--- src/sv/pdq_pkg.sv ---
`timescale 1ns / 1ps
// ----------------------------------------------------------------------------
// pdq_pkg
// Shared types, fixed-point constants and helper functions of the dq0 unit.
// ----------------------------------------------------------------------------
package pdq_pkg;

  typedef enum logic {
    OpFwd = 1'b0,
    OpInv = 1'b1
  } pdq_op_e;

  typedef struct packed {
    logic    vld;
    pdq_op_e op;
  } pdq_ctl_t;

  localparam int CoefW       = 32;
  localparam int SinW        = 31;
  localparam int ProdW       = 63;
  localparam int TaylorTerms = 12;

  localparam logic [SinW-1:0]         SinOne       = 31'h4000_0000;
  localparam logic [63:0]             PihQ30       = 64'd1686629713;
  localparam logic signed [CoefW-1:0] HalfSqrt3Q30 = 32'sd929887697;

  function automatic logic [SinW-1:0] sin_entry(input int unsigned idx,
                                                input int unsigned bits);
    logic [63:0]        x;
    logic [63:0]        x2;
    logic [63:0]        term;
    logic signed [63:0] sum;
    x    = (PihQ30 * 64'(idx) + ((64'd1 << bits) >> 1)) >> bits;
    x2   = (x * x) >> 30;
    term = x;
    sum  = signed'(x);
    for (int k = 1; k <= TaylorTerms; k++) begin
      term = ((term * x2) >> 30) / 64'((2 * k) * (2 * k + 1));
      if (k[0]) begin
        sum = sum - signed'(term);
      end else begin
        sum = sum + signed'(term);
      end
    end
    if (sum < 0) begin
      sum = 64'sd0;
    end
    if (sum > 64'sd1073741824) begin
      sum = 64'sd1073741824;
    end
    return sum[SinW-1:0];
  endfunction

  function automatic logic signed [CoefW-1:0] rnd_q30(input logic signed [ProdW-1:0] p);
    logic [ProdW-1:0]        mag;
    logic [ProdW-1:0]        r;
    logic signed [CoefW-1:0] rv;
    mag = p[ProdW-1] ? ProdW'(-p) : ProdW'(p);
    r   = (mag + (ProdW'(1) << 29)) >> 30;
    rv  = r[CoefW-1:0];
    return p[ProdW-1] ? -rv : rv;
  endfunction

  function automatic logic signed [CoefW-1:0] rnd_half(input logic signed [CoefW-1:0] v);
    logic [CoefW-1:0]        mag;
    logic [CoefW-1:0]        r;
    logic signed [CoefW-1:0] rv;
    mag = v[CoefW-1] ? CoefW'(-v) : CoefW'(v);
    r   = (mag + CoefW'(1)) >> 1;
    rv  = r;
    return v[CoefW-1] ? -rv : rv;
  endfunction

endpackage

--- src/sv/pdq_coef.sv ---
`timescale 1ns / 1ps
// ----------------------------------------------------------------------------
// pdq_coef
// Builds the six rotation coefficients for the three phase angles.
// ----------------------------------------------------------------------------
module pdq_coef #(
  parameter int SAMPLE_WIDTH = 16
) (
  input  logic                                   clk_i,
  input  logic                                   rst_ni,
  input  logic                                   en_i,
  input  pdq_pkg::pdq_ctl_t                      ctl_i,
  input  logic signed [pdq_pkg::CoefW-1:0]       sin_i,
  input  logic signed [pdq_pkg::CoefW-1:0]       cos_i,
  input  logic signed [SAMPLE_WIDTH-1:0]         x_i [3],
  output pdq_pkg::pdq_ctl_t                      ctl_o,
  output logic signed [pdq_pkg::CoefW-1:0]       cf_o [3],
  output logic signed [pdq_pkg::CoefW-1:0]       sn_o [3],
  output logic signed [SAMPLE_WIDTH-1:0]         x_o [3]
);
  import pdq_pkg::*;

  pdq_ctl_t                       ctl3_q, ctl4_q, ctl5_q;
  logic signed [ProdW-1:0]        phs_d, phs_q;
  logic signed [ProdW-1:0]        phc_d, phc_q;
  logic signed [CoefW-1:0]        s3_q, c3_q;
  logic signed [SAMPLE_WIDTH-1:0] x3_q [3];
  logic signed [CoefW-1:0]        hs_q, hc_q, sh_q, ch_q;
  logic signed [CoefW-1:0]        s4_q, c4_q;
  logic signed [SAMPLE_WIDTH-1:0] x4_q [3];
  logic signed [CoefW-1:0]        cf_d [3];
  logic signed [CoefW-1:0]        sn_d [3];
  logic signed [CoefW-1:0]        cf_q [3];
  logic signed [CoefW-1:0]        sn_q [3];
  logic signed [SAMPLE_WIDTH-1:0] x5_q [3];

  assign phs_d = ProdW'(sin_i) * ProdW'(HalfSqrt3Q30);
  assign phc_d = ProdW'(cos_i) * ProdW'(HalfSqrt3Q30);

  assign cf_d[0] = c4_q;
  assign cf_d[1] = hs_q - ch_q;
  assign cf_d[2] = -ch_q - hs_q;
  assign sn_d[0] = s4_q;
  assign sn_d[1] = -sh_q - hc_q;
  assign sn_d[2] = hc_q - sh_q;

  always_ff @(posedge clk_i or negedge rst_ni) begin
    if (!rst_ni) begin
      ctl3_q <= '0;
      ctl4_q <= '0;
      ctl5_q <= '0;
    end else if (en_i) begin
      ctl3_q <= ctl_i;
      ctl4_q <= ctl3_q;
      ctl5_q <= ctl4_q;
    end
  end

  always_ff @(posedge clk_i) begin
    if (en_i) begin
      phs_q <= phs_d;
      phc_q <= phc_d;
      s3_q  <= sin_i;
      c3_q  <= cos_i;
      x3_q  <= x_i;
      hs_q  <= rnd_q30(phs_q);
      hc_q  <= rnd_q30(phc_q);
      sh_q  <= rnd_half(s3_q);
      ch_q  <= rnd_half(c3_q);
      s4_q  <= s3_q;
      c4_q  <= c3_q;
      x4_q  <= x3_q;
      cf_q  <= cf_d;
      sn_q  <= sn_d;
      x5_q  <= x4_q;
    end
  end

  assign ctl_o = ctl5_q;
  assign cf_o  = cf_q;
  assign sn_o  = sn_q;
  assign x_o   = x5_q;

endmodule

--- config.mk ---
export PLATFORM = sky130hd
export DESIGN_NAME = pdq_coef
export DESIGN_NICKNAME = d
export VERILOG_FILES = /design/src/sv/pdq_pkg.sv /design/src/sv/pdq_coef.sv
export SDC_FILE = /design/constraint.sdc
export NUM_CORES = 2
export LEC_CHECK = 0
export ABC_AREA = 0
export BUFFER_PORTS_ARGS = -buffer_cell sky130_fd_sc_hd__buf_2
export CORE_MARGIN = 3
export CORE_UTILIZATION = 34
export CTS_BUF_LIST = sky130_fd_sc_hd__clkbuf_4 sky130_fd_sc_hd__clkbuf_8
export CTS_CLUSTER_SIZE = 10
export DETAILED_ROUTE_END_ITERATION = 16
export PLACE_DENSITY_LB_ADDON = 0.05
export SLEW_MARGIN = 15
export SYNTH_ARGS = -nofsm -noshare
export SYNTH_HDL_FRONTEND = slang
export SYNTH_SLANG_ARGS = --single-unit
--- constraint.sdc ---
create_clock -name clk_i -period 6.2 [get_ports clk_i]
set_input_delay 0.93 -clock clk_i [delete_from_list [all_inputs] [get_ports clk_i]]
set_output_delay 0.93 -clock clk_i [all_outputs]
set_load 0.02 [all_outputs]
==> impl_metrics.ini <==
[run_status]
status = finished, violations left
violations = negative setup slack

[cells_and_area]
design.final.nets = 10400
design_area_mm2 = 0.0963
area_growth_pct = 25.5
fillers = 21700
drive_gt1_share_pct = 25.6

[clocking]
clk_latency_ns = 0.87
clock-sinks = 714
clockBufferDepth = 3
cts.clk_slew.worst_paths_ns = 0.06
cts_tree = yes
root_buffer = clkbuf_8
htree_num_levels = 4
cts_made_buffers = 131

[floorplanning]
io_pins = 359
core_mm2 = 0.223
die_y_um = 481
rows = 173
die_x_um = 481
initial_core_util_pct = 34.4
dieArea_mm2 = 0.231

[timing]
period_needed_ns = 7.08
hold_viol_final = 0
max_freq_mhz = 141
clock_skew_ns = 0.0451
rsz0062_at_grt = true
fin_ws_ns = -0.880
finalCritPeriodShare_pct = 114
slew_violations = 0
finalSetupViolations = 51
relSlewSlack_pct = 38.9
worstMarginPinSlew_ns = 0.917

[critical_path]
end_kind = flip-flop
path_max_fanout = 6
slowest_stage = fa_2
crit_path_frequent_cell = fa_1
path_class = in -> reg
required_ns = 6.75
crit_arrival_ns = 7.63
rr_worst_depth = 14
setup.worst_path.start_class = input pin
cpPeakStageDelay_ns = 0.59

[grt]
grt_max_degree = 130
grtUsageTotal_pct = 20.8
overflow = 0
grt_pass1_wl_um = 362000
antenna_found_initial = 17
grt_pass1_vias = 57700

[synthesis]
synth_warnings = 0
syn_inst = 7018
ys_seq_area_share_pct = 27.9
ys_seq_elements = 714
syn-num-nets = 8990
syn-cell-area_mm2 = 0.0767
synth_ff_type = edfxtp_1
synth_edf_count = 708
synth_cell_types = 96
async_reset_ff_share_pct = 0.840
avgSynthCellArea_um2 = 10.9

[drt]
num_vias = 54400
first_iter_violations = 3108
postRouteAntennaNets = 0
drc = 0
wl_um = 240000
vias_per_cell = 4.72
wl_per_cell_um = 20.8
drt_pass1_iterations = 5

[min_path]
hp-class = in -> reg
hold_depth = 1

[placement]
dp.final_hpwl_um = 209000
io_buffers = 358
place.gp.congestion = 0.918
post_dp_cell_area_mm2 = 0.0903

[flow_run]
maxCapViolCount = 0
state kept, by name, summed over array words and instances (netlist names):
register	count
cf_o	95
ctl_o	2
s4_q	32
c4_q	32
c3_q	28
ctl4_q	2
hs_q	32
phc_q	63
sh_q	32
x4_q	48
ch_q	32
ctl3_q	2
x_o	48
x3_q	48
phs_q	63
sn_o	95
hc_q	32
s3_q	28
area by class of cell:
cell class | instances | area (µm²) | area share [%]
inverters | 1531 | 5840 | 6.06
clock buffers | 166 | 2080 | 2.16
multi-input cells | 4660 | 52200 | 54.2
flip-flops and latches | 714 | 21400 | 22.2
diodes | 7 | 17.5 | 0.0182
repair buffers | 1411 | 10400 | 10.8
clock inverters | 65 | 604 | 0.627
well taps | 2975 | 3720 | 3.86
cell usage in the layout (no fill, tap or decap), types with 51 or more instances in the layout:
cell type,Yosys,routed
inv_1,1529,1430
buf_4,2,996
fa_1,973,885
ha_1,882,737
edfxtp_1,708,708
xnor2_1,429,414
buf_2,11,317
nor2_1,272,263
xor2_1,252,242
nand2_1,212,207
o21ai_0,197,173
a21oi_1,219,166
clkbuf_8,0,134
ha_4,0,125
nor3_1,113,108
a21o_1,106,106
fa_2,0,88
inv_2,0,74
o31ai_1,76,71
nand2b_1,64,63
nor4_1,64,63
buf_6,2,61
nand3_1,64,60
or3_1,56,53
nor2b_1,55,51
path summary, 6_finish.rpt:
kind	start	endpoint	slack (ns)
max	sin_i[16]	phs_q[54]	-0.88
min	x_i[23]	x3_q[23]	0.24
max reg2reg	phs_q[0]	sh_q[30]	0.37
min reg2reg	c4_q[19]	cf_o[83]	0.39
max in group asynchronous	rst_ni	ctl3_q[0]	5.63
min in group asynchronous	rst_ni	ctl4_q[0]	0.43
synth_stat cells (26+ instances only):
cell         n  area, µm²
and2_1      26        163
o21ai_0    197        986
clkbuf_1    91        342
o31ai_1     76        571
nor2b_1     55        344
nand4_1     37        231
a21o_1     106        796
xor2_1     252       2210
o21bai_1    40        300
a31oi_1     46        288
o41ai_1     28        245
or3_1       56        350
nand3_1     64        320
nor2_1     272       1020
nand2_1    212        796
ha_1       882      11000
a21oi_1    219       1100
edfxtp_1   708      21300
nand2b_1    64        400
inv_1     1529       5740
nor4_1      64        400
or4_1       31        233
o21a_1      46        345
nor3_1     113        566
xnor2_1    429       3760
and3_1      37        231
fa_1       973      19500
critical path: cells and delay by family:
| family | cells | cell delay, ns |
|---|---|---|
| and+or+nand+nor | 2 | 0.40 |
| buffers and inverters | 4 | 0.42 |
| AOI/OAI and AO/OA | 10 | 1.82 |
| xor gates and xnor gates | 1 | 0.15 |
| adders and majority gates | 9 | 3.90 |
per-stage QoR:
stage / utilization (%) / TNS (ns) / hold WS [ns] / cells / worst slack (ns)
final: 43.1 / -23.41 / 0.240 / 11500 / -0.880
after detailed placement: 40.4 / -119.59 / 0.405 / 11200 / -2.40
after floorplan: - / -42.58 / 0.400 / 7018 / -1.29
after global routing: 43.1 / -30.52 / 0.145 / 11500 / -1.12
after CTS: 42.6 / -21.68 / 0.108 / 11500 / -0.870
after global placement: 40.4 / -117.93 / 0.400 / 11200 / -2.32
what timing repair did:
| item | in CTS | in global routing |
|---|---|---|
| endpoints found under the setup margin | 62 | 67 |
| pin swaps | 193 | 208 |
| setup buffers | 59 | 47 |
| hold buffers | 1 | 0 |
| hold endpoints to repair | 6 | 0 |
| gates resized for setup | 358 | 207 |
per-layer routing:
layer / routed length, µm / up-vias / share of wire, % / track usage [%]
li1: - / 26100 / - / -
met2: 108000 / 1033 / 45 / 32.9
met5: 27 / - / 0.011 / 0
met3: 12400 / 175 / 5.2 / 3.27
met1: 116000 / 27100 / 48 / 30.4
met4: 3250 / 4 / 1.4 / 3.43
kinds of logic (layout without fill, tap and decap cells):
family,Yosys count,in the layout,synth area share (%)
muxes,22,22,0.302
xor gates and xnor gates,681,681,7.77
adders and majority gates,1855,1855,39.8
AOI/OAI and AO/OA,972,972,8.47
buffers and inverters,1644,3173,8.09
DFF,714,714,27.9
and+or+nand+nor,1130,1130,7.71
other,0,7,0
Power is left out: the tool's default activity adds up to more than one toggle a clock period on the data nets, which glitch-free logic cannot reach.
