==> config.mk <==
export PLATFORM = sky130hd
export DESIGN_NAME = pdq_round
export DESIGN_NICKNAME = d
export VERILOG_FILES = /design/src/sv/pdq_pkg.sv /design/src/sv/pdq_round.sv
export SDC_FILE = /design/constraint.sdc
export NUM_CORES = 1
export LEC_CHECK = 0
export BUFFER_PORTS_ARGS = -buffer_cell sky130_fd_sc_hd__buf_2
export CORE_MARGIN = 1
export CORE_UTILIZATION = 30
export DETAILED_ROUTE_END_ITERATION = 6
export HOLD_SLACK_MARGIN = 0.08
export PLACE_DENSITY_LB_ADDON = 0.25
export REMOVE_ABC_BUFFERS = 1
export SYNTH_ARGS = -nofsm -noshare
export SYNTH_HDL_FRONTEND = slang
export SYNTH_SLANG_ARGS = --single-unit
==> constraint.sdc <==
create_clock -name clk_i -period 5.95 [get_ports clk_i]
set_input_delay 0.2975 -clock clk_i [delete_from_list [all_inputs] [get_ports clk_i]]
set_output_delay 0.2975 -clock clk_i [all_outputs]
set_load 0.005 [all_outputs]
==> src/sv/pdq_pkg.sv <==
`timescale 1ns / 1ps
// ----------------------------------------------------------------------------
// pdq_pkg
// Shared types, fixed-point constants and helper functions of the dq0 unit.
// ----------------------------------------------------------------------------
package pdq_pkg;

  typedef enum logic {
    OpFwd = 1'b0,
    OpInv = 1'b1
  } pdq_op_e;

  typedef struct packed {
    logic    vld;
    pdq_op_e op;
  } pdq_ctl_t;

  localparam int CoefW       = 32;
  localparam int SinW        = 31;
  localparam int ProdW       = 63;
  localparam int TaylorTerms = 12;

  localparam logic [SinW-1:0]         SinOne       = 31'h4000_0000;
  localparam logic [63:0]             PihQ30       = 64'd1686629713;
  localparam logic signed [CoefW-1:0] HalfSqrt3Q30 = 32'sd929887697;

  function automatic logic [SinW-1:0] sin_entry(input int unsigned idx,
                                                input int unsigned bits);
    logic [63:0]        x;
    logic [63:0]        x2;
    logic [63:0]        term;
    logic signed [63:0] sum;
    x    = (PihQ30 * 64'(idx) + ((64'd1 << bits) >> 1)) >> bits;
    x2   = (x * x) >> 30;
    term = x;
    sum  = signed'(x);
    for (int k = 1; k <= TaylorTerms; k++) begin
      term = ((term * x2) >> 30) / 64'((2 * k) * (2 * k + 1));
      if (k[0]) begin
        sum = sum - signed'(term);
      end else begin
        sum = sum + signed'(term);
      end
    end
    if (sum < 0) begin
      sum = 64'sd0;
    end
    if (sum > 64'sd1073741824) begin
      sum = 64'sd1073741824;
    end
    return sum[SinW-1:0];
  endfunction

  function automatic logic signed [CoefW-1:0] rnd_q30(input logic signed [ProdW-1:0] p);
    logic [ProdW-1:0]        mag;
    logic [ProdW-1:0]        r;
    logic signed [CoefW-1:0] rv;
    mag = p[ProdW-1] ? ProdW'(-p) : ProdW'(p);
    r   = (mag + (ProdW'(1) << 29)) >> 30;
    rv  = r[CoefW-1:0];
    return p[ProdW-1] ? -rv : rv;
  endfunction

  function automatic logic signed [CoefW-1:0] rnd_half(input logic signed [CoefW-1:0] v);
    logic [CoefW-1:0]        mag;
    logic [CoefW-1:0]        r;
    logic signed [CoefW-1:0] rv;
    mag = v[CoefW-1] ? CoefW'(-v) : CoefW'(v);
    r   = (mag + CoefW'(1)) >> 1;
    rv  = r;
    return v[CoefW-1] ? -rv : rv;
  endfunction

endpackage

==> src/sv/pdq_round.sv <==
`timescale 1ns / 1ps
// ----------------------------------------------------------------------------
// pdq_round
// Rounds the sums half away from zero, divides by three in forward mode, saturates.
// ----------------------------------------------------------------------------
module pdq_round #(
  parameter int SAMPLE_WIDTH = 16
) (
  input  logic                                          clk_i,
  input  logic                                          rst_ni,
  input  logic                                          en_i,
  input  pdq_pkg::pdq_ctl_t                             ctl_i,
  input  logic signed [SAMPLE_WIDTH+pdq_pkg::CoefW+1:0] num_i [3],
  output pdq_pkg::pdq_ctl_t                             ctl_o,
  output logic signed [SAMPLE_WIDTH-1:0]                out_o [3],
  output logic                                          sat_o
);
  import pdq_pkg::*;

  localparam int NW = SAMPLE_WIDTH + CoefW + 2;
  localparam int TW = SAMPLE_WIDTH + 1;
  localparam int QW = SAMPLE_WIDTH;

  localparam logic [NW:0]   RndF  = (NW + 1)'(3) << 28;
  localparam logic [NW:0]   RndI  = (NW + 1)'(1) << 29;
  localparam logic [NW:0]   TMaxF = ((NW + 1)'(3) << (SAMPLE_WIDTH - 1)) + (NW + 1)'(3);
  localparam logic [NW:0]   TMaxI = ((NW + 1)'(1) << (SAMPLE_WIDTH - 1)) + (NW + 1)'(1);
  localparam logic [TW-1:0] Recip = TW'(((64'd1 << (TW + 1)) + 64'd2) / 64'd3);

  pdq_ctl_t                       ctl8_q, ctl9_q, ctl10_q;
  logic [TW-1:0]                  tc_d [3];
  logic [TW-1:0]                  tc_q [3];
  logic                           neg_d [3];
  logic                           neg8_q [3];
  logic                           neg9_q [3];
  logic [QW-1:0]                  q_d [3];
  logic [QW-1:0]                  q_q [3];
  logic signed [SAMPLE_WIDTH-1:0] out_d [3];
  logic signed [SAMPLE_WIDTH-1:0] out_q [3];
  logic [2:0]                     clip;
  logic                           sat_d, sat_q;

  for (genvar k = 0; k < 3; k++) begin : g_lane
    logic [NW:0]     mag;
    logic [NW:0]     tf;
    logic [NW:0]     ti;
    logic [NW:0]     tz;
    logic [NW:0]     t;
    logic [NW:0]     lim;
    logic [2*TW-1:0] prod;
    logic            ovf_pos;
    logic            ovf_neg;

    assign neg_d[k] = num_i[k][NW-1];
    assign mag      = neg_d[k] ? (NW + 1)'(-num_i[k]) : (NW + 1)'(num_i[k]);
    assign tf       = (mag + RndF) >> 29;
    assign ti       = (mag + RndI) >> 30;
    assign tz       = mag + (NW + 1)'(1);

    always_comb begin
      unique case (ctl_i.op)
        OpFwd:   t = (k == 2) ? tz : tf;
        OpInv:   t = ti;
        default: t = '0;
      endcase
    end

    assign lim      = (ctl_i.op == OpInv) ? TMaxI : TMaxF;
    assign tc_d[k]  = (t > lim) ? lim[TW-1:0] : t[TW-1:0];

    assign prod     = (2 * TW)'(tc_q[k]) * (2 * TW)'(Recip);
    assign q_d[k]   = (ctl8_q.op == OpInv) ? tc_q[k][QW-1:0] : prod[2*TW-1 : TW+1];

    assign ovf_pos  = !neg9_q[k] && q_q[k][QW-1];
    assign ovf_neg  = neg9_q[k] && q_q[k][QW-1] && (|q_q[k][QW-2:0]);
    assign clip[k]  = ovf_pos || ovf_neg;

    always_comb begin
      priority if (ovf_pos) begin
        out_d[k] = {1'b0, {(SAMPLE_WIDTH - 1){1'b1}}};
      end else if (ovf_neg) begin
        out_d[k] = {1'b1, {(SAMPLE_WIDTH - 1){1'b0}}};
      end else if (neg9_q[k]) begin
        out_d[k] = -$signed(q_q[k]);
      end else begin
        out_d[k] = $signed(q_q[k]);
      end
    end
  end

  assign sat_d = |clip;

  always_ff @(posedge clk_i or negedge rst_ni) begin
    if (!rst_ni) begin
      ctl8_q  <= '0;
      ctl9_q  <= '0;
      ctl10_q <= '0;
    end else if (en_i) begin
      ctl8_q  <= ctl_i;
      ctl9_q  <= ctl8_q;
      ctl10_q <= ctl9_q;
    end
  end

  always_ff @(posedge clk_i) begin
    if (en_i) begin
      tc_q   <= tc_d;
      neg8_q <= neg_d;
      q_q    <= q_d;
      neg9_q <= neg8_q;
      out_q  <= out_d;
      sat_q  <= sat_d;
    end
  end

  assign ctl_o = ctl10_q;
  assign out_o = out_q;
  assign sat_o = sat_q;

endmodule

==> flow_summary.toml, run 1 <==
[outcome]
status = "complete, no violations"

[timing]
slew_viol_final = 0
max_freq_mhz = 168.3
worst_pin_slew_ps = 1084
rsz0062_at_grt = "yes"
period_needed_ps = 5943
tns_ps = 0
clock_skew_ps = 11.93
hold_viol = 0
period_share = 0.9988
slew_headroom = 0.2586
report.final.setup_viol = 0

[power]
leakage_nw = 15.69
swShare = 0.4666
ir_drop_uv = 417.4
power_frac_clock = 0.063
pwr-share-comb = 0.823
p_per_area_nw_per_um2 = 504.4
seqPwrFrac = 0.115
p_switching_mw = 8.206
p_int_mw = 9.380

[drt]
route.vias.total = 24468
detail-route-antenna-nets = 0
wirelength_microns = 83680
remaining_drc_errors = 0
vias_per_cell = 4.916
wl_per_cell_microns = 16.81
first_iter_violations = 1412
dr.pass1.iters = 5

[worst_setup_path]
cp-startpoint = "tc_q[40]"
reg2reg_to = "q_q[47]"
path_buf_inv = 6
path_common_cell = "fa_1"
r2r_cells = 23
cp.arrival_ps = 6150
path_cells = "buf_6, ha_4, buf_4, fa_1, inv_1, fa_1, fa_1, inv_1, fa_1, inv_1, fa_1, inv_1, ha_1, and3_4, a21oi_4, o21ai_2, a21oi_2, a21oi_2, a41o_1, or4_4, a31oi_4, xnor2_1, o21ai_1"
rrSetupSlack_ps = 7
critPathLaunchType = "register"
crit_fanout = 3
crit_slowest_cell = "fa_1"
path_depth = 23
cp.required_ps = 6160
slowest_delay_ps = 540
crit_path_end_kind = "register"
critPathKind = "reg -> reg"
crit_family = "adder cells"
reg2reg_from = "tc_q[40]"
endpoint = "q_q[47]"

[logic_synthesis]
syn_area_sq_um = 28970
synth_area_leaders = "fa_1 (18%), ha_1 (18%), edfxtp_1 (16%)"
synthArstFlopShare = 0.03750
yosys_warnings = 0
ys_seq_elements = 160
yosysTopAreaCell = "fa_1"
synth_edf_count = 154
synth_common_cells = "inv_1 (578), ha_1 (408), fa_1 (267), nand2_1 (207), o21ai_0 (180)"
avgSynthCellArea_sq_um = 8.819
synthDistinctLibCells = 95
ys_seq_area_frac = 0.1648
synth_ff_type = "edfxtp_1"
syn_inst = 3285
synth_most_common_cell = "inv_1"
synth.top_cell.area_share = 0.1845

[floorplanning]
die_w_microns = 312.8
num_rows = 113
initial_core_util = 0.3040
coreArea_sq_um = 95290
num_io_pins = 206
dieArea_sq_um = 97820
die_h_microns = 312.8

[grt]
grt.total_usage = 0.1708
first_global_vias = 24092
overflow = 0
grt_pass1_wl_microns = 133200
antenna_found_initial = 7
grt_max_degree = 88

[worst_hold_path]
hold_path.class = "in -> async"

[layout]
nFillCells = 9776
nets = 4528
fin_util = 0.3659
layout-drive-gt1-share = 0.1983
area_growth_pct = 20.34

[clocking]
clock_latency_ps = 480
cts_tree = "yes"
clkTransAtPathRegs_ps = 70
clockBufferDepth = 2
clkSinkCount = 160
cts_buffers = 17
cts-root-buf = "clkbuf_16"
h-tree-depth = 4

[place]
io_buffers = 205
globalplace.congestion = 0.9112
dp_hpwl_microns = 70560

[flow_run]
drv_cap = 0
[sequential cells by signal, indices dropped and copies added (netlist names)]
register,flops
neg9_q,3
sat_o,1
ctl_o,2
q_q,48
tc_q,51
ctl8_q,2
out_o,48
neg8_q,3
ctl9_q,2
[cell usage in the layout (no fill, tap or decap), drive strengths merged, types with 18 or more instances in the layout]
cell | Yosys | routed
inv | 578 | 587
buf | 27 | 521
ha | 408 | 408
fa | 267 | 267
nand2 | 207 | 207
o21ai | 181 | 181
nor2 | 162 | 162
edfxtp | 154 | 154
xor2 | 121 | 121
xnor2 | 109 | 109
nor3 | 87 | 87
a21oi | 80 | 80
nand3 | 73 | 73
nor4 | 67 | 67
or3 | 55 | 55
o31ai | 51 | 51
nand4 | 45 | 45
nand2b | 33 | 33
o41ai | 29 | 29
or2 | 28 | 28
a31oi | 27 | 27
mux2i | 24 | 24
or4 | 23 | 23
nor2b | 22 | 22
a211oi | 21 | 21
and3 | 20 | 20
clkbuf | 102 | 18
[power by group through the flow]
| stage | Sequential, mW | Combinational (mW) | Clock [mW] |
|---|---|---|---|
| floorplan | 2.01 | 9.03 | 0 |
| global placement | 2.03 | 13.2 | 0 |
| detailed placement | 2.04 | 13.3 | 0 |
| CTS | 2.02 | 14.0 | 1.15 |
| global route | 2.06 | 16.6 | 1.18 |
| finish | 2.01 | 14.5 | 1.11 |
[how the worst min path moves through the flow]
stage / startpoint / end / slack (ps) / cells after the start
after floorplan: rst_ni / ctl8_q[0] / 2 / 0
after global placement: rst_ni / ctl9_q[1] / 130 / 1
after detailed placement: rst_ni / ctl9_q[1] / 130 / 1
after CTS: rst_ni / ctl9_q[1] / 110 / 2
after global routing: rst_ni / ctl_o[0] / 170 / 2
final: rst_ni / ctl_o[0] / 170 / 2
[metal layers]
metal,GRT usage,wire [microns],vias to the layer above
li1,-,-,12218
met1,0.2465,41240,11607
met2,0.2650,36760,551
met3,0.02501,4167,80
met4,0.04446,1439,12
met5,0,67,-
[logic make-up after synthesis]
kind of cell / Yosys count / synth area share
AO/OA/AOI/OAI: 574 / 0.1335
XOR/XNOR: 230 / 0.06953
adder cells (fa/ha/maj): 675 / 0.3607
buffers and inverters: 709 / 0.09299
flip-flops: 160 / 0.1648
multiplexers: 41 / 0.01490
AND/OR/NAND/NOR: 896 / 0.1636
[final cells by class]
type	instances	area [sq um]	area share
Clock buffer	18	429.2	0.01231
Antenna cell	1	2.502	0.00007178
Multi-Input combinational cell	2416	22260	0.6384
Timing Repair Buffer	523	3495	0.1002
Clock inverter	14	142.6	0.004091
Sequential cell	160	4776	0.1370
Tap cell	1265	1583	0.04540
Inverter	580	2180	0.06252
[stage by stage]
step / hold slack, ps / area, sq um / cells / power (mW) / setup slack [ps]
2_1_floorplan: 1.909 / 28450 / 3156 / 11.04 / -377.8
3_3_place_gp: 126.0 / 33190 / 4908 / 15.22 / -473.0
3_5_place_dp: 131.2 / 33190 / 4908 / 15.29 / -518.9
4_1_cts: 114.5 / 34350 / 4959 / 17.15 / -88.39
5_1_grt: 167.0 / 34860 / 4977 / 19.87 / -217.9
6_report: 165.8 / 34860 / 4977 / 17.59 / 7.158
[repair_timing]
item	CTS	global route
gates resized for setup	69	72
endpoints found under the hold margin	7	0
endpoints found under the setup margin	19	18
buffers inserted	18	17
hold buffers	2	0
pin swaps	66	74
No activity file was read; power rests on OpenSTA's default activity.
==> run 2, diff against run 1 <==
--- a/config.mk
+++ b/config.mk
@@ -10,8 +10,8 @@
 export CORE_UTILIZATION = 30
 export DETAILED_ROUTE_END_ITERATION = 6
 export HOLD_SLACK_MARGIN = 0.08
-export PLACE_DENSITY_LB_ADDON = 0.25
 export REMOVE_ABC_BUFFERS = 1
+export SKIP_CTS_REPAIR_TIMING = 1
 export SYNTH_ARGS = -nofsm -noshare
 export SYNTH_HDL_FRONTEND = slang
 export SYNTH_SLANG_ARGS = --single-unit
==> flow_summary.toml, run 2 (synthesized netlist as in run 1, its figures left out) <==
[layout]
nets = 4521
largest_register = "tc_q"
fin_util = 0.3653
largest_register_ffs = 51
final_cell_mix = "inv_1 (562), ha_1 (357), buf_4 (299)"
final_common_cell = "inv_1"
area_growth_pct = 20.16
layout-drive-gt1-share = 0.1961

[clocking]
cts_buffers = 17
h-tree-depth = 4
clkSinkCount = 160
clockBufferDepth = 2
clkTransAtPathRegs_ps = 80
cts-root-buf = "clkbuf_16"
cts_tree = "yes"
clock_latency_ps = 490

[drt]
remaining_drc_errors = 0
wirelength_microns = 82360
vias_per_cell = 4.994
dr.pass1.iters = 5
detail-route-antenna-nets = 0
first_iter_violations = 1602
wl_per_cell_microns = 16.57
route.vias.total = 24813

[timing]
max_freq_mhz = 166.9
slew_viol_final = 0
period_share = 1.007
fin_hold_ws_ps = 164.2
hold_viol = 0
slew_headroom = 0.08990
report.final.setup_viol = 2
tns_ps = -64.93
worst_slack_ps = -41.78
period_needed_ps = 5992
rsz0062_at_grt = "yes"
clock_skew_ps = 20.06
worst_pin_slew_ps = 1331

[grt]
use_met3 = 0.01608
use_met2 = 0.2687
grt.busiest_layer = "met2"
first_global_vias = 24340
grt_max_degree = 92
overflow = 0
grt_pass1_wl_microns = 131100
grt.total_usage = 0.1669
antenna_found_initial = 5
use_met1 = 0.2369

[place]
io_buffers = 205
dp_hpwl_microns = 68940
globalplace.congestion = 0.9538

[outcome]
status = "complete, but fails checks"
violations = "negative setup slack"

[worst_setup_path]
cp.required_ps = 6150
path_buf_inv = 6
slowest_delay_ps = 530
crit_family = "adder cells"
path_common_cell = "fa_1"
crit_fanout = 4
crit_path_end_kind = "register"
cp.arrival_ps = 6200
crit_slowest_cell = "fa_1"
rrSetupSlack_ps = -40
critPathKind = "reg -> reg"
critPathLaunchType = "register"
path_cells = "buf_6, ha_4, buf_4, fa_1, inv_1, fa_1, fa_1, inv_2, fa_1, inv_1, fa_1, inv_1, ha_4, and3_1, a21oi_2, o21ai_2, a21oi_2, a21oi_2, a41o_1, or4_4, a31oi_4, xnor2_1, o21ai_1"

[floorplanning]
initial_core_util = 0.3040
num_io_pins = 206
die_h_microns = 312.8
num_rows = 113
coreArea_sq_um = 95290
die_w_microns = 312.8
dieArea_sq_um = 97820

[worst_hold_path]
hold_path.class = "in -> async"

[power]
leakage_nw = 15.64
ir_drop_uv = 718.6
p_per_area_nw_per_um2 = 506.1

[flow_run]
drv_cap = 0
## run 2: cell count changes in the layout (fill, tap and decap cells not counted), sizes merged
| cell | delta |
|---|---|
| clkinv | +3 |
| clkbuf | -1 |
| clkinvlp | -2 |
| buf | -7 |
| inv | -4 |
| bufinv | +2 |
| diode | +1 |
## run 2: power by group
group          total [mW]  leakage (nW)  internal, mW  switching (mW)
registers            2.01          1.58          1.78           0.220
logic                14.5          13.8          7.03            7.49
clock network        1.09         0.269         0.612           0.481
total                17.6          15.6          9.42            8.19
## run 2: metrics by stage
step | instance area [sq um] | instances | power (mW) | setup WS [ps]
after global placement | 33060 | 4891 | 14.78 | -502.8
after CTS | 33620 | 4921 | 16.20 | -565.3
after global routing | 34810 | 4969 | 19.77 | -265.6
after floorplan | 28450 | 3156 | 11.04 | -377.8
final | 34810 | 4969 | 17.62 | -41.78
after detailed placement | 33060 | 4891 | 14.97 | -562.6
## run 2: final cells by class
type	count	area (sq um)
antenna	2	5.005
clock buffer	17	425.4
clock inverter	13	136.4
fill	9750	60480
inverter	580	2177
multi-input combinational	2416	22290
sequential	160	4776
tap	1265	1583
timing repair buffer	516	3416
## run 2: per-layer routing
layer / up-vias / routed length, microns
met2: 573 / 37710
met4: 6 / 1673
met5: - / 30
met3: 92 / 3487
met1: 11928 / 39460
li1: 12214 / -
## run 2: worst paths after layout
kind | cells past startpoint | from | endpoint
hold / removal | 2 | rst_ni | ctl8_q[1]
setup / recovery | 23 | tc_q[40] | q_q[47]
max in group asynchronous | 2 | rst_ni | ctl8_q[0]
hold reg to reg | 0 | neg8_q[1] | neg9_q[1]
min in group clk_i | 1 | en_i | q_q[35]
setup reg to reg | 23 | tc_q[40] | q_q[47]
==> run 3, diff against run 2 <==
--- a/config.mk
+++ b/config.mk
@@ -10,6 +10,7 @@
 export CORE_UTILIZATION = 30
 export DETAILED_ROUTE_END_ITERATION = 6
 export HOLD_SLACK_MARGIN = 0.08
+export MAX_ROUTING_LAYER = met4
 export REMOVE_ABC_BUFFERS = 1
 export SKIP_CTS_REPAIR_TIMING = 1
 export SYNTH_ARGS = -nofsm -noshare
==> flow_summary.toml, run 3 (synthesized netlist as in run 1, its figures left out) <==
[power]
p_per_area_nw_per_um2 = 497.8
finalPower_mw = 17.36
pwr-share-comb = 0.822
swShare = 0.4660
power_frac_clock = 0.062
p_switching_mw = 8.088
p_int_mw = 9.270
seqPwrFrac = 0.116
ir_drop_uv = 589.2
leakage_nw = 15.62

[layout]
largest_register = "tc_q"
final_cell_mix = "inv_1 (565), ha_1 (347), buf_4 (300)"
area_growth_pct = 20.37
nFillCells = 9854
nets = 4520
layout-drive-gt1-share = 0.1986
largest_register_ffs = 51
stdcell_count = 4971
final_common_cell = "inv_1"

[drt]
detail-route-antenna-nets = 0
wl_per_cell_microns = 16.67
wirelength_microns = 82870
first_iter_violations = 1664
route.vias.total = 24813
vias_per_cell = 4.992
dr.pass1.iters = 5
remaining_drc_errors = 0

[timing]
worst_slack_ps = -112.3
report.final.setup_viol = 2
max_freq_mhz = 165.0
period_needed_ps = 6062
worst_pin_slew_ps = 1045
slew_headroom = 0.2854
slew_viol_final = 0
period_share = 1.019
clock_skew_ps = 20.89
hold_viol = 0
rsz0062_at_grt = "yes"

[outcome]
status = "complete, but fails checks"
violations = "negative setup slack"

[floorplanning]
initial_core_util = 0.3040
dieArea_sq_um = 97820
num_rows = 113
coreArea_sq_um = 95290
die_h_microns = 312.8
num_io_pins = 206
die_w_microns = 312.8

[place]
globalplace.congestion = 0.9580
dp_hpwl_microns = 69310
io_buffers = 205
dp.cells = 4899

[worst_setup_path]
path_buf_inv = 4
reg2reg_from = "tc_q[37]"
endpoint = "q_q[47]"
critPathKind = "reg -> reg"
crit_path_end_kind = "register"
crit_slowest_cell = "or4_4"
cp-startpoint = "tc_q[37]"
cp.required_ps = 6150
r2r_cells = 24
path_common_cell = "fa_1"
crit_family = "adder cells"
reg2reg_to = "q_q[47]"
path_cells = "ha_1, inv_2, fa_1, fa_1, inv_1, fa_1, fa_1, inv_1, fa_1, inv_2, ha_4, nand4_1, nor2_2, a21oi_2, o211ai_1, a31oi_2, o21ai_2, a21oi_2, a21oi_2, a41o_1, or4_4, a31oi_4, xnor2_1, o21ai_1"
rrSetupSlack_ps = -110
crit_fanout = 3
critPathLaunchType = "register"
path_depth = 24
slowest_delay_ps = 540
cp.arrival_ps = 6260

[clocking]
cts-root-buf = "clkbuf_16"
clock_latency_ps = 490
clockBufferDepth = 2
cts_buffers = 17
clkSinkCount = 160
clkTransAtPathRegs_ps = 80
h-tree-depth = 4
cts_tree = "yes"

[grt]
overflow = 0
grt.total_usage = 0.1723
grt_max_degree = 113
grt_pass1_wl_microns = 131300
antenna_found_initial = 6
first_global_vias = 24234

[worst_hold_path]
hold_path.class = "in -> async"

[flow_run]
drv_cap = 0
-- run 3: layout make-up --
| type | count | area (sq um) | area share |
|---|---|---|---|
| antenna | 5 | 12.51 | 0.0003588 |
| clock buffer | 20 | 436.7 | 0.01252 |
| clock inverter | 10 | 115.1 | 0.003301 |
| inverter | 580 | 2177 | 0.06243 |
| multi-input combinational | 2416 | 22360 | 0.6413 |
| sequential | 160 | 4776 | 0.1370 |
| tap | 1265 | 1583 | 0.04539 |
| timing repair buffer | 515 | 3410 | 0.09778 |
-- run 3: power by group through the flow --
| stage | combinational [mW] | sequential, mW | clock [mW] |
|---|---|---|---|
| after CTS | 13.1 | 2.00 | 1.12 |
| after global routing | 16.4 | 2.05 | 1.15 |
| after detailed placement | 12.9 | 2.02 | 0 |
| final | 14.3 | 2.01 | 1.08 |
| after global placement | 12.8 | 2.02 | 0 |
| after floorplan | 9.03 | 2.01 | 0 |
-- run 3: worst min-delay path by stage --
| stage | start | endpoint | slack [ps] | cells past startpoint |
|---|---|---|---|---|
| after floorplan | rst_ni | ctl8_q[0] | 2 | 0 |
| after global placement | rst_ni | ctl_o[0] | 120 | 1 |
| after detailed placement | rst_ni | ctl9_q[0] | 130 | 1 |
| after CTS | rst_ni | ctl9_q[0] | -410 | 1 |
| after global routing | rst_ni | ctl9_q[0] | 170 | 2 |
| final | rst_ni | ctl_o[1] | 160 | 2 |
-- run 3: per-stage QoR --
step                      area (sq um)  worst slack, ps    util  setup TNS [ps]  hold slack, ps
after global routing             34870           -326.7  0.3659           -2503           167.7
after detailed placement         33130           -592.6  0.3477           -5074           128.5
final                            34870           -112.3  0.3659          -185.3           163.3
after CTS                        33690           -595.9  0.3535           -5197          -413.9
after global placement           33130           -535.9  0.3477           -3489           124.6
after floorplan                  28450           -377.8       -          -756.1           1.909
-- run 3: per-layer routing --
| metal | share of wire | global-route usage |
|---|---|---|
| met1 | 0.49 | 0.2396 |
| met2 | 0.45 | 0.2680 |
| met3 | 0.038 | 0.01621 |
| met4 | 0.018 | 0.04368 |
| met5 | 0 | - |
